**src/hw/rtl/irc_pkg.sv**
```systemverilog
// Shared types and constants for the input replay cache.
// No dependencies; every other file in hw/rtl refers to this package by scoped names.

package irc_pkg;

    localparam int CAPACITY = 16;
    localparam int IDX_W    = (CAPACITY > 1) ? $clog2(CAPACITY) : 1;

    localparam int SEQ_W  = 32;
    localparam int CTL_W  = 5;
    localparam int PH_W   = 2;
    localparam int REQ_W  = 2;
    localparam int VERD_W = 2;

    typedef enum logic [REQ_W-1:0] {
        REQ_LOOKUP = 2'd0,
        REQ_RECORD = 2'd1,
        REQ_CLEAR  = 2'd2
    } t_req;

    typedef enum logic [VERD_W-1:0] {
        VERDICT_NEW       = 2'd0,
        VERDICT_DUPLICATE = 2'd1,
        VERDICT_CONFLICT  = 2'd2
    } t_verdict;

    // controller -> datapath
    typedef struct packed {
        logic accept;    // request transfer, latch key and restart scan
        logic record;    // write entry at write pointer
        logic clear;     // drop all valid marks, zero pointer
        logic scan;      // examine one entry
        logic load_out;  // move verdict into output register
    } t_cmd;

    // datapath -> controller
    typedef struct packed {
        logic hit;       // current scan entry is valid with equal sequence
        logic last;      // current scan entry is the final one
    } t_stat;

endpackage

```
**src/hw/rtl/irc_req_if.sv**
```systemverilog
// Request channel for the input replay cache: valid/ready plus request payload.
// Depends on irc_pkg for field widths.

interface irc_req_if;
    logic                       valid;
    logic                       ready;
    logic [irc_pkg::REQ_W-1:0]  req_type;
    logic [irc_pkg::SEQ_W-1:0]  seq_number;
    logic [irc_pkg::CTL_W-1:0]  control_code;
    logic [irc_pkg::PH_W-1:0]   phase_code;

    modport source (output valid, req_type, seq_number, control_code, phase_code,
                    input ready);
    modport sink   (input valid, req_type, seq_number, control_code, phase_code,
                    output ready);
endinterface

```
**src/hw/rtl/irc_rsp_if.sv**
```systemverilog
// Response channel for the input replay cache: valid/ready plus verdict.
// Depends on irc_pkg for field widths.

interface irc_rsp_if;
    logic                        valid;
    logic                        ready;
    logic [irc_pkg::VERD_W-1:0]  verdict;

    modport source (output valid, verdict, input ready);
    modport sink   (input valid, verdict, output ready);
endinterface

```
**src/hw/rtl/irc_ctrl.sv**
```systemverilog
// Controller FSM for the input replay cache: sequences accept, scan and result.
// Depends on irc_pkg (t_cmd, t_stat, t_req).

module irc_ctrl (
    input  logic                      i_clk,
    input  logic                      i_rst_n,
    input  logic                      i_in_valid,
    input  logic [irc_pkg::REQ_W-1:0] i_req_type,
    input  logic                      i_out_ready,
    input  irc_pkg::t_stat            i_stat,
    output logic                      o_in_ready,
    output logic                      o_out_valid,
    output irc_pkg::t_cmd             o_cmd
);

    typedef enum logic [2:0] {
        ST_IDLE   = 3'b001,
        ST_SCAN   = 3'b010,
        ST_FINISH = 3'b100
    } t_state;

    t_state r_state, n_state;
    logic   r_out_valid, n_out_valid;
    logic   w_accept;
    logic   w_slot_free;

    // no transfer while reset is held
    assign o_in_ready  = i_rst_n && (r_state == ST_IDLE);
    assign o_out_valid = r_out_valid;
    assign w_accept    = i_in_valid && o_in_ready;
    assign w_slot_free = !r_out_valid || i_out_ready;

    always_comb begin
        n_state        = r_state;
        o_cmd          = '0;
        o_cmd.accept   = w_accept;
        o_cmd.record   = w_accept && (i_req_type == irc_pkg::REQ_RECORD);
        o_cmd.clear    = w_accept && (i_req_type == irc_pkg::REQ_CLEAR);
        case (r_state)
            ST_IDLE: begin
                if (w_accept) begin
                    n_state = (i_req_type == irc_pkg::REQ_LOOKUP) ? ST_SCAN : ST_FINISH;
                end
            end
            ST_SCAN: begin
                o_cmd.scan = 1'b1;
                if (i_stat.hit || i_stat.last) begin
                    n_state = ST_FINISH;
                end
            end
            ST_FINISH: begin
                if (w_slot_free) begin
                    o_cmd.load_out = 1'b1;
                    n_state        = ST_IDLE;
                end
            end
            default: begin
                n_state = ST_IDLE;
            end
        endcase
    end

    always_comb begin
        n_out_valid = r_out_valid;
        if (o_cmd.load_out) begin
            n_out_valid = 1'b1;
        end else if (i_out_ready) begin
            n_out_valid = 1'b0;
        end
    end

    always_ff @(posedge i_clk) begin
        if (!i_rst_n) begin
            r_state     <= ST_IDLE;
            r_out_valid <= 1'b0;
        end else begin
            r_state     <= n_state;
            r_out_valid <= n_out_valid;
        end
    end

`ifndef SYNTHESIS
    // never overwrite a result the receiver has not taken
    a_no_overwrite: assert property (@(posedge i_clk) disable iff (!i_rst_n)
        o_cmd.load_out |-> (!r_out_valid || i_out_ready))
        else $error("result register overwritten while occupied");

    // a lookup transfer always starts a scan
    a_lookup_scans: assert property (@(posedge i_clk) disable iff (!i_rst_n)
        (w_accept && (i_req_type == irc_pkg::REQ_LOOKUP)) |=> (r_state == ST_SCAN))
        else $error("lookup did not enter scan");

    // scan ends on the first hit
    a_hit_ends_scan: assert property (@(posedge i_clk) disable iff (!i_rst_n)
        (r_state == ST_SCAN && i_stat.hit) |=> (r_state == ST_FINISH))
        else $error("scan continued past a hit");

    // only one result per request: output loads only from FINISH
    a_load_from_finish: assert property (@(posedge i_clk) disable iff (!i_rst_n)
        o_cmd.load_out |=> (r_state == ST_IDLE && r_out_valid))
        else $error("result load without return to idle");
`endif

endmodule

```
**src/hw/rtl/irc_dpath.sv**
```systemverilog
// Datapath for the input replay cache: entry table, write pointer, scan index,
// verdict and output register. Depends on irc_pkg.

module irc_dpath (
    input  logic                        i_clk,
    input  logic                        i_rst_n,
    input  irc_pkg::t_cmd               i_cmd,
    input  logic [irc_pkg::SEQ_W-1:0]   i_seq_number,
    input  logic [irc_pkg::CTL_W-1:0]   i_control_code,
    input  logic [irc_pkg::PH_W-1:0]    i_phase_code,
    output irc_pkg::t_stat              o_stat,
    output logic [irc_pkg::VERD_W-1:0]  o_verdict
);

    localparam logic [irc_pkg::IDX_W-1:0] LAST_IDX = irc_pkg::IDX_W'(irc_pkg::CAPACITY - 1);

    logic [irc_pkg::CAPACITY-1:0] r_valid;
    logic [irc_pkg::SEQ_W-1:0]    r_seq [irc_pkg::CAPACITY];
    logic [irc_pkg::CTL_W-1:0]    r_ctl [irc_pkg::CAPACITY];
    logic [irc_pkg::PH_W-1:0]     r_ph  [irc_pkg::CAPACITY];

    logic [irc_pkg::IDX_W-1:0]    r_wptr;
    logic [irc_pkg::IDX_W-1:0]    r_idx;
    logic [irc_pkg::SEQ_W-1:0]    r_key_seq;
    logic [irc_pkg::CTL_W-1:0]    r_key_ctl;
    logic [irc_pkg::PH_W-1:0]     r_key_ph;
    irc_pkg::t_verdict            r_verdict, n_verdict;
    logic [irc_pkg::VERD_W-1:0]   r_out_verdict;
    logic                         w_full_match;

    assign o_stat.hit  = r_valid[r_idx] && (r_seq[r_idx] == r_key_seq);
    assign o_stat.last = (r_idx == LAST_IDX);
    assign w_full_match = (r_ctl[r_idx] == r_key_ctl) && (r_ph[r_idx] == r_key_ph);
    assign o_verdict   = r_out_verdict;

    always_comb begin
        n_verdict = r_verdict;
        if (i_cmd.accept) begin
            n_verdict = irc_pkg::VERDICT_NEW;
        end else if (i_cmd.scan && o_stat.hit) begin
            n_verdict = w_full_match ? irc_pkg::VERDICT_DUPLICATE : irc_pkg::VERDICT_CONFLICT;
        end
    end

    // valid marks and write pointer are control state
    always_ff @(posedge i_clk) begin
        if (!i_rst_n) begin
            r_valid <= '0;
            r_wptr  <= '0;
        end else if (i_cmd.clear) begin
            r_valid <= '0;
            r_wptr  <= '0;
        end else if (i_cmd.record) begin
            r_valid[r_wptr] <= 1'b1;
            r_wptr          <= (r_wptr == LAST_IDX) ? '0 : r_wptr + 1'b1;
        end
    end

    always_ff @(posedge i_clk) begin
        if (i_cmd.record) begin
            r_seq[r_wptr] <= i_seq_number;
            r_ctl[r_wptr] <= i_control_code;
            r_ph[r_wptr]  <= i_phase_code;
        end
    end

    always_ff @(posedge i_clk) begin
        if (i_cmd.accept) begin
            r_key_seq <= i_seq_number;
            r_key_ctl <= i_control_code;
            r_key_ph  <= i_phase_code;
            r_idx     <= '0;
        end else if (i_cmd.scan && !o_stat.last) begin
            r_idx <= r_idx + 1'b1;
        end
        r_verdict <= n_verdict;
        if (i_cmd.load_out) begin
            r_out_verdict <= r_verdict;
        end
    end

endmodule

```
**src/hw/rtl/input_replay_cache_core.sv**
```systemverilog
// Input replay cache: replay-detection table for input events.
// Request channel i_req (sink): req_type lookup / record / clear, with
// seq_number, control_code and phase_code. Response channel o_rsp (source):
// one verdict per request (new, duplicate, conflict; new for record/clear).
// Lookup scans the 16-entry table one entry per cycle in index order and
// stops at the first valid entry with an equal sequence number or at the
// last entry, so 1 to 16 entries are examined. Record and clear act at the
// transfer and go from idle straight to the finish state with no scan.
// One request is in flight at a time; i_req.ready is high only while idle.
// The scan unit reading one table entry per cycle sets the lookup time.
// The result waits in an output register; if the receiver stalls, the block
// finishes the current request and then holds until the register is taken.
// Reset (i_rst_n, synchronous, active low) invalidates all entries, zeroes
// the write pointer and drops any pending result.
// Depends on irc_pkg, irc_req_if, irc_rsp_if, irc_ctrl and irc_dpath.

module input_replay_cache_core (
    input  logic      i_clk,
    input  logic      i_rst_n,
    irc_req_if.sink   i_req,
    irc_rsp_if.source o_rsp
);

    irc_pkg::t_cmd  w_cmd;
    irc_pkg::t_stat w_stat;

    irc_ctrl u_ctrl (
        .i_clk       (i_clk),
        .i_rst_n     (i_rst_n),
        .i_in_valid  (i_req.valid),
        .i_req_type  (i_req.req_type),
        .i_out_ready (o_rsp.ready),
        .i_stat      (w_stat),
        .o_in_ready  (i_req.ready),
        .o_out_valid (o_rsp.valid),
        .o_cmd       (w_cmd)
    );

    irc_dpath u_dpath (
        .i_clk          (i_clk),
        .i_rst_n        (i_rst_n),
        .i_cmd          (w_cmd),
        .i_seq_number   (i_req.seq_number),
        .i_control_code (i_req.control_code),
        .i_phase_code   (i_req.phase_code),
        .o_stat         (w_stat),
        .o_verdict      (o_rsp.verdict)
    );

endmodule
```
**src/flat_wrapper.sv**
```systemverilog
// flat-port wrapper written by rule: the top's interface ports become plain ports
module input_replay_cache_core_flat 
  (i_clk, i_rst_n, i_req_valid, i_req_req_type, i_req_seq_number, i_req_control_code, i_req_phase_code, i_req_ready, o_rsp_valid, o_rsp_verdict, o_rsp_ready);
  irc_req_if i_req_i ();
  irc_rsp_if o_rsp_i ();
  input  logic i_clk;
  input  logic i_rst_n;
  input wire logic [$bits(i_req_i.valid)-1:0] i_req_valid;
  input wire logic [$bits(i_req_i.req_type)-1:0] i_req_req_type;
  input wire logic [$bits(i_req_i.seq_number)-1:0] i_req_seq_number;
  input wire logic [$bits(i_req_i.control_code)-1:0] i_req_control_code;
  input wire logic [$bits(i_req_i.phase_code)-1:0] i_req_phase_code;
  output wire logic [$bits(i_req_i.ready)-1:0] i_req_ready;
  output wire logic [$bits(o_rsp_i.valid)-1:0] o_rsp_valid;
  output wire logic [$bits(o_rsp_i.verdict)-1:0] o_rsp_verdict;
  input wire logic [$bits(o_rsp_i.ready)-1:0] o_rsp_ready;
  assign i_req_i.valid = i_req_valid;
  assign i_req_i.req_type = i_req_req_type;
  assign i_req_i.seq_number = i_req_seq_number;
  assign i_req_i.control_code = i_req_control_code;
  assign i_req_i.phase_code = i_req_phase_code;
  assign i_req_ready = i_req_i.ready;
  assign o_rsp_valid = o_rsp_i.valid;
  assign o_rsp_verdict = o_rsp_i.verdict;
  assign o_rsp_i.ready = o_rsp_ready;
  input_replay_cache_core u_core (.i_clk(i_clk), .i_rst_n(i_rst_n), .i_req(i_req_i), .o_rsp(o_rsp_i));
endmodule
```
**config.mk**
```make
export PLATFORM = sky130hd
export DESIGN_NAME = input_replay_cache_core_flat
export DESIGN_NICKNAME = d
export VERILOG_FILES = /design/src/hw/rtl/irc_pkg.sv /design/src/hw/rtl/irc_req_if.sv /design/src/hw/rtl/irc_rsp_if.sv /design/src/hw/rtl/irc_ctrl.sv /design/src/hw/rtl/irc_dpath.sv /design/src/hw/rtl/input_replay_cache_core.sv /design/src/flat_wrapper.sv
export SDC_FILE = /design/constraint.sdc
export NUM_CORES = 1
export LEC_CHECK = 0
export BUFFER_PORTS_ARGS = -buffer_cell sky130_fd_sc_hd__buf_2
export CAP_MARGIN = 20
export CORE_MARGIN = 5
export CORE_UTILIZATION = 35
export DETAILED_ROUTE_END_ITERATION = 16
export SLEW_MARGIN = 20
export SYNTH_ARGS = -nofsm -noshare
export SYNTH_HDL_FRONTEND = slang
export SYNTH_SLANG_ARGS = --single-unit
```
**constraint.sdc**
```tcl
create_clock -name i_clk -period 5.5 [get_ports i_clk]
set_input_delay 1.1 -clock i_clk [delete_from_list [all_inputs] [get_ports i_clk]]
set_output_delay 1.1 -clock i_clk [all_outputs]
set_load 0.05 [all_outputs]
```
-- After elaboration in Yosys (flattened, before gate mapping)
Memory sizes are Yosys's and may differ from the RTL's. A register that Yosys moved wholly into a read port is not among the register bits.
Cells that the tools add are included.
- add/subtract/negate cells: 2
- $lt $le $gt $ge: 3
- equality and inequality tests: 13
- muxes and demuxes: 24
- bitwise operators: 2
- reduce and logical (&&, ||, !) cells: 17
- operators by type and width (kind ; count):
    32-bit equality test ; 1
    4-bit two-way mux ; 7
    16-bit bitwise OR ; 1
    3-bit two-way mux ; 4
    4-bit by 5-bit < comparator with 1-bit output, second input constant ; 2
    1-bit logical AND ; 9
    1-bit two-way mux ; 9
    3-bit case mux with 3 select lines ; 1
    4-bit by 1-bit adder with 4-bit output, second input constant ; 2
    4-bit equality test, second input constant ; 2
    2-bit != test, second input constant ; 3
    5-bit equality test ; 1
    1-bit binary-select mux with 4-bit select ; 1
    1-bit demux with 4-bit select ; 1
    4-bit by 1-bit >= comparator with 1-bit output, second input constant ; 1
    3-bit by 1-bit equality test with 1-bit output, second input constant ; 1
    3-bit by 2-bit equality test with 1-bit output, second input constant ; 1
    3-bit equality test, second input constant ; 1
    3-bit AND reduction ; 1
    2-bit by 1-bit equality test with 1-bit output, second input constant ; 1
    2-bit equality test ; 1
    2-bit equality test, second input constant ; 1
    1-bit zero test ; 2
    2-bit zero test ; 1
    5 further kinds ; 6
- register bits after elaboration: 71
- memory bits (writable): 624
- output and inout bits: 4
- logic and storage cells: 74
- memories: 3
- memories (name ; words ; width ; rd ports ; clocked after memory_dff ; wr ports ; line ; text):
    u_core.u_dpath.r_seq ; 16 ; 32 ; 1 ; 1 ; 1 ; irc_dpath.sv:18 ; logic [irc_pkg::SEQ_W-1:0] r_seq [irc_pkg::CAPACITY];
    u_core.u_dpath.r_ctl ; 16 ; 5 ; 1 ; 1 ; 1 ; irc_dpath.sv:19 ; logic [irc_pkg::CTL_W-1:0] r_ctl [irc_pkg::CAPACITY];
    u_core.u_dpath.r_ph ; 16 ; 2 ; 1 ; 1 ; 1 ; irc_dpath.sv:20 ; logic [irc_pkg::PH_W-1:0] r_ph [irc_pkg::CAPACITY];

-- Logic depth before layout (Yosys ltp)
Gate-level depths: netlist (run 1).
- depth in word-level cells: 6
- gate-level depth with buffers: 13
- mapped depth without buffers: 10

-- Cells and area by module
Synthesis (run 1) repeated with hierarchy kept, for this count alone.
- cell total of the unflattened synthesis: 1380
- area, all modules: 27610.2 um^2
- modules (own cells, without submodules) (module ; times used ; cells each ; area an instance (um^2) ; seq. area each (um^2)):
    irc_dpath ; 1 ; 1348 ; 27347.5 ; 20569.7
    irc_ctrl ; 1 ; 32 ; 262.8 ; 80.1

-- Least setup slack after synthesis (run 1)
OpenSTA, ideal clock, no wires.
- path type: input -> register
- start point: in i_rst_n
- end point: mem u_core.u_dpath.r_ctl[3][0] (netlist name) (enable)
- arrival: 5314 ps
- data required time: 5014 ps
- slack: -300 ps
- stages on the path: 5
- buffers on the path: 0
- cells stage by stage: and2_1 nand2_1 nor3b_1 nand2_1 nor3_1
- word-level cells in the longest chain between the ends: 5
- ends and longest elaborated chain (element ; line ; text):
    start, declared ; flat_wrapper.sv:7 ; input logic i_rst_n;
    1-bit logical AND ; irc_ctrl.sv:28 ; assign o_in_ready = i_rst_n && (r_state == ST_IDLE);
    1-bit logical AND ; irc_ctrl.sv:30 ; assign w_accept = i_in_valid && o_in_ready;
    1-bit logical AND ; irc_ctrl.sv:37 ; o_cmd.record = w_accept && (i_req_type == irc_pkg::REQ_RECORD);
    1-bit two-way mux ; irc_dpath.sv:60 ; if (i_cmd.record) begin
    1-bit two-way mux (not written as such) ; irc_dpath.sv:62 ; r_ctl[r_wptr] <= i_control_code;
    end, declared ; irc_dpath.sv:19 ;
No other way between the ends.

==> results of run 1 <==
[worst reg2reg max path, stage by stage (launching register included)]
cell and delay (ns):
dfxtp_4 0.85, buf_4 0.42, mux4_2 0.53, o22ai_1 0.17
nor2_1 0.09, xor2_1 0.15, a2111oi_1 0.49, nand4_1 0.42
nor3_1 0.46, nor2b_1 0.14, o221a_2 0.26
[cell type report]
class                           instances  area [um^2]  share of cell area, %
Tap cell                             1030         1290                   4.16
Clock buffer                           86         1830                   5.92
Sequential cell                       699        20700                   66.8
Multi-Input combinational cell        534         6090                   19.7
Timing Repair Buffer                   90          706                   2.28
Inverter                                8         30.0                 0.0970
Clock inverter                         43          329                   1.06
[through the flow]
step	power [uW]	hold WS (ns)	std cells	cell area, um^2
3_5_place_dp	7430	0.448	2361	28800
3_3_place_gp	7410	0.446	2361	28800
6_report	11800	0.465	2490	30900
5_1_grt	12300	0.484	2490	30900
2_1_floorplan	7090	0.408	1299	27000
4_1_cts	11900	0.473	2490	30900
[power by group]
part           switching (uW)  internal, uW  total [uW]
clock network            1980          2530        4510
registers                90.7          5880        5980
logic                     692           619        1310
[kinds of logic after synthesis]
family / Yosys count / synth area share [%]
AOI/OAI and AO/OA: 95 / 2.61
xor gates and xnor gates: 42 / 1.36
adders and majority gates: 5 / 0.232
buffers and inverters: 66 / 1.48
and+or+nand+nor: 180 / 3.27
muxes: 212 / 14.6
DFF: 699 / 76.5
[cell usage in the layout (no fill, tap or decap), types with 7 or more instances in the layout]
| master | synthesis | final |
|---|---|---|
| nand3_1 | 9 | 9 |
| buf_2 | 18 | 48 |
| mux4_2 | 142 | 142 |
| clkbuf_16 | 0 | 71 |
| clkinv_1 | 1 | 23 |
| a221oi_1 | 14 | 14 |
| xnor2_1 | 18 | 18 |
| xor2_1 | 24 | 24 |
| a22oi_1 | 9 | 9 |
| nor2_1 | 73 | 61 |
| nor2_4 | 0 | 12 |
| nand2_1 | 28 | 28 |
| mux2i_1 | 60 | 60 |
| buf_12 | 1 | 12 |
| mux2_2 | 8 | 8 |
| clkbuf_1 | 14 | 15 |
| a21oi_1 | 8 | 8 |
| edfxtp_1 | 665 | 665 |
| o21ai_0 | 9 | 9 |
| nor2b_1 | 11 | 11 |
| dfxtp_1 | 34 | 30 |
| nor3_1 | 15 | 11 |
| nand2b_1 | 10 | 10 |
| o22ai_1 | 19 | 19 |
| a211oi_1 | 7 | 7 |
| buf_4 | 8 | 30 |
[final timing paths]
path         slack (ns)                   startpoint  depth (start not counted)                           to
max                1.42                    flip-flop                         10     u_core.u_ctrl.r_state[1]
min                0.46  u_core.u_dpath.r_verdict[0]                          0  u_core.u_dpath.o_verdict[0]
max reg2reg        1.42                    flip-flop                         10     u_core.u_ctrl.r_state[1]
min reg2reg        0.46  u_core.u_dpath.r_verdict[0]                          0  u_core.u_dpath.o_verdict[0]
[routing by layer]
metal / GRT usage [%] / vias up / routed length, um
li1: - / 5582 / -
met1: 21.0 / 7002 / 26800
met2: 25.2 / 387 / 31200
met3: 3.04 / 86 / 3590
met4: 3.12 / 8 / 1060
met5: 0 / - / 51
[registers in the layout (all words and copies together) (netlist names), 2 cells and up, named ones only]
signal                    count
u_core.u_dpath.r_verdict      2
u_core.u_ctrl.r_state         3
u_core.u_dpath.r_valid       16
u_core.u_dpath.r_idx          4
u_core.u_dpath.r_key_ctl      5
u_core.u_dpath.r_key_ph       2
u_core.u_dpath.r_wptr         4
u_core.u_dpath.r_ctl         80
u_core.u_dpath.r_seq        512
u_core.u_dpath.r_ph          32
u_core.u_dpath.o_verdict      2
u_core.u_dpath.r_key_seq     32
[Yosys cell counts, types with 5 or more instances]
master	number	share of area (%)
nand2b_1	10	0.23
o22ai_1	19	0.44
a22oi_1	9	0.25
edfxtp_1	665	74
buf_2	18	0.33
mux2_2	8	0.33
nor3_1	15	0.28
buf_4	8	0.22
o21ai_0	9	0.17
dfxtp_1	34	2.5
nor2b_1	11	0.25
mux4_2	142	12
a211oi_1	7	0.19
mux2i_1	60	2.2
a221oi_1	14	0.45
xor2_1	24	0.78
a21oi_1	8	0.15
nand4_1	6	0.14
nor2_1	73	1.0
buf_6	11	0.46
nand3_1	9	0.17
ha_1	5	0.23
nand2_1	28	0.39
xnor2_1	18	0.58
buf_1	6	0.083
inv_1	6	0.083
clkbuf_1	14	0.19
==> metrics.txt, run 1 <==
post-cts hold buffer count=0; DRT Pass-1 Iters=5; Mean Syn Cell Area=a little over 20 um^2; worst-case vdd ir drop=around 0.23 mV; number of max-cap violations=0; I/O pin cnt=49; CTS clk-pin slew, worst paths=approximately 0.060 ns; crit-path max cell delay=around 0.85 ns; initial antenna violation count=6; htree depth=3; fmax=245 MHz; DRC errors left=0; Fill cells=between 6000 and 7000; largest net degree at the start of global routing=47; Pins Over Slew Limit=0; asr flop ratio synth=0%; pre-CTS setup slack=1.39 ns; Chip Width=~290 um; Slew headroom=around two fifths; Pleak=~0.0094 uW; total negative slack=0 ns; Tcrit/Tclk final=between 70% and 80%; layout cell share with drive strength beyond 1=roughly a quarter; Mapped Area=between 20000 and 30000 um^2; initial DRC count=1159; PortBufs=48; syn_nets=1349; Crit Path Max Fanout=46; run status=completed; Tmin final=~4.1 ns; DR vias=~13000; most used flip-flop cell after synthesis=edfxtp_1; Yosys cell types=62; CTS buffer count=between 70 and 80; critical path class=reg -> reg; gr ovfl total=0; n_diodes=0; clock root cell=clkbuf_16; first-pass GRT wire length=between 90000 and 100000 um; vias in the first global route=13500; Via-to-Cell Ratio=about 5.2; Initial Utilization=~35%; CTS Sinks=roughly 700; post-synthesis instance total=about 1300; Clock Path Buffers=3; post-synthesis sequential area ratio=around three quarters; worst min path class=reg -> reg; die area=82800 um^2; CP arrival=roughly 4.6 ns; drt wl/cell=roughly 25 um; Core Util, Final=roughly two fifths; cts repair resizes=0; WP buf/inv=1; CP delay by family, top=simple AND/OR/NAND/NOR gates; gr usage total=approximately 15%; clk_skew=~0.023 ns; slowest cell on the critical path=dfxtp_4; Post-CTS Setup Repair Bufs=0; count of state elements after synthesis=~700; CTS tree=yes; Fin. Hold Viols=0; final wirelength=around 63000 um; unrepaired setup endpoints after global routing=false; Row Count=101; Layout Nets=between 1000 and 1500; Skew-Pair Late Insertion Delay=a little over 0.6 ns; CP endpoint kind=flip-flop; layout overhead on the synthesized area=14.6%; final setup fails=0; core area=around 76000 um^2; EDFF count, synth=665; measured slew at the worst slew-check pin=roughly 0.9 ns; pwr/cell area=roughly 380 nW/um^2; Final ANT Viol Nets=0; startpoint types=flip-flop; warnings from Yosys=0; PnR worst setup slack=1.42 ns; placed wire-length estimate=roughly 35000 um; WP data required=around 6 ns; CP cell instances=buf_4 > mux4_2 > o22ai_1 > nor2_1 > xor2_1 > a2111oi_1 > nand4_1 > nor3_1 > nor2b_1 > o221a_2; Die Y=288 um; GP Congestion=roughly 0.75
Power figures use the tool's default switching activity.
==> run 2: changes to the inputs <==
clock period = 4 ns   (was 5.5 ns; I/O delays follow)
==> run 2 against run 1 <==
  * First-iteration DRC count increased by 5.4%
  * Highest routed layer unchanged
  * Worst hold slack got worse by 0.0019 ns
  * Largest cell class unchanged
  * Via count increased by 1.3%
  * Design area increased by 1.8%
  * Total power increased by 43%
==> metrics.txt, run 2 (same netlist as run 1, synthesis figures left out) <==
max reg flops=about 510; die area=82800 um^2; initial antenna violation count=7; Largest regs=u_core.u_dpath.r_seq (512), u_core.u_dpath.r_ctl (80); crit-path max cell delay=a little over 0.5 ns; vias in the first global route=13700; Slew headroom=about 54%; DRT Pass-1 Iters=5; CP arrival=4.13 ns; layout overhead on the synthesized area=16.7%; Top reg by flops=u_core.u_dpath.r_seq; startpoint types=flip-flop; critical path class=reg -> reg; measured slew at the worst slew-check pin=just under 0.7 ns; Clock Path Buffers=3; Multi-input gate area=6090 um^2; CTS clk-pin slew, worst paths=about 0.06 ns; largest net degree at the start of global routing=55; core area=between 70000 and 80000 um^2; Tmin final=roughly 3.6 ns; final wirelength=between 60000 and 70000 um; number of max-cap violations=0; final setup fails=0; gr ovfl total=0; fmax=~280 MHz; CP cell instances=buf_12 > buf_4 > mux2i_1 > a221o_1 > o211ai_1 > o21ai_0 > nor4_1 > nand4_1 > nor3_1 > nor2b_1 > o221a_2; run status=completed; CTS buffer count=74; DR vias=roughly 13000; initial DRC count=1222; I/O pin cnt=a little under 50; Fin. Hold Viols=0; Post-CTS Setup Repair Bufs=0; unrepaired setup endpoints after global routing=false; drt wl/cell=roughly 25 um; Via-to-Cell Ratio=roughly 5.2; Initial Utilization=between 30% and 40%; worst hold slack=around 0.46 ns; n_diodes=0; Core Util, Final=a little over 40%; GP Congestion=between 0.7 and 0.8; Die Y=approximately 290 um; clock root cell=clkbuf_16; cts repair resizes=0; worst min path class=in -> reg; CTS Sinks=699; WP data required=roughly 4.5 ns; Row Count=about 100; Crit Path Max Fanout=54; CP endpoint kind=flip-flop; PortBufs=48; htree depth=3; placed wire-length estimate=approximately 36000 um; post-cts hold buffer count=0; most frequent cells in the layout=edfxtp_1 (665), mux4_2 (142), clkbuf_16 (74); layout cell share with drive strength beyond 1=26.8%; gr usage total=~15%; CTS tree=yes; Skew-Pair Late Insertion Delay=0.64 ns; Chip Width=between 200 and 300 um; worst-case vdd ir drop=around 0.34 mV; DRC errors left=0; most common cell after layout, fill and taps aside=edfxtp_1; Reg area=20700 um^2; Pins Over Slew Limit=0; clk_skew=~0.018 ns; Tcrit/Tclk final=90.4%; slowest cell on the critical path=dfxtp_4; Fill cells=approximately 6600; Pleak=about 0.01 uW; Final ANT Viol Nets=0; pwr/cell area=534 nW/um^2; Layout Nets=roughly 1500; first-pass GRT wire length=between 90000 and 100000 um
run 2: layout make-up:
type / instances / share of cell area [%]
multi-input cells: 534 / 19.3
clock buffers: 84 / 6.00
inverters: 8 / 0.0953
repair buffers: 116 / 3.26
flip-flops and latches: 699 / 65.6
well taps: 1030 / 4.09
clock inverters: 53 / 1.66
run 2: worst paths after layout:
path	start	depth (start not counted)	to	slack, ns
setup / recovery	flip-flop	11	u_core.u_ctrl.r_state[1]	0.38
hold reg to reg	u_core.u_dpath.r_valid[4]	2	u_core.u_dpath.r_valid[4]	0.47
setup reg to reg	flip-flop	11	u_core.u_ctrl.r_state[1]	0.38
hold / removal	i_rst_n	2	u_core.u_ctrl.o_out_valid	0.46
run 2: per-layer routing:
metal  part of all wire [%]  wire length [um]  GRT usage, %  vias up
met5                  0.057                36             0        -
met4                    2.4              1510          4.16        6
met3                    5.1              3210          2.79      101
met2                     49             31200          25.1      371
met1                     43             27400          21.4     7102
li1                       -                 -             -     5654
run 2: where the power goes:
part	internal, uW	leakage (uW)	total, uW	switching (uW)
Sequential	8090	0.00626	8180	93.0
Clock	3890	0.00117	6730	2840
Combinational	893	0.00228	1910	1020
Total	12900	0.00971	16800	3950
run 2: stage by stage:
step	setup WS [ns]	total power, uW	setup TNS (ns)	std cells	area [um^2]
after floorplan	-0.451	9750	-169.65	1299	27100
after global placement	0.458	10300	0	2387	29100
after detailed placement	0.408	10300	0	2387	29100
after CTS	0.376	17000	0	2524	31500
after global routing	0.0939	17500	0	2524	31500
final	0.385	16800	0	2524	31500
run 2: critical path: cells and delay by family (launching register included):
family / cells / cell delay [ns]
and+or+nand+nor: 4 / 1.04
AOI/OAI and AO/OA: 4 / 0.97
buffers and inverters: 2 / 0.69
DFF: 1 / 0.51
muxes: 1 / 0.11
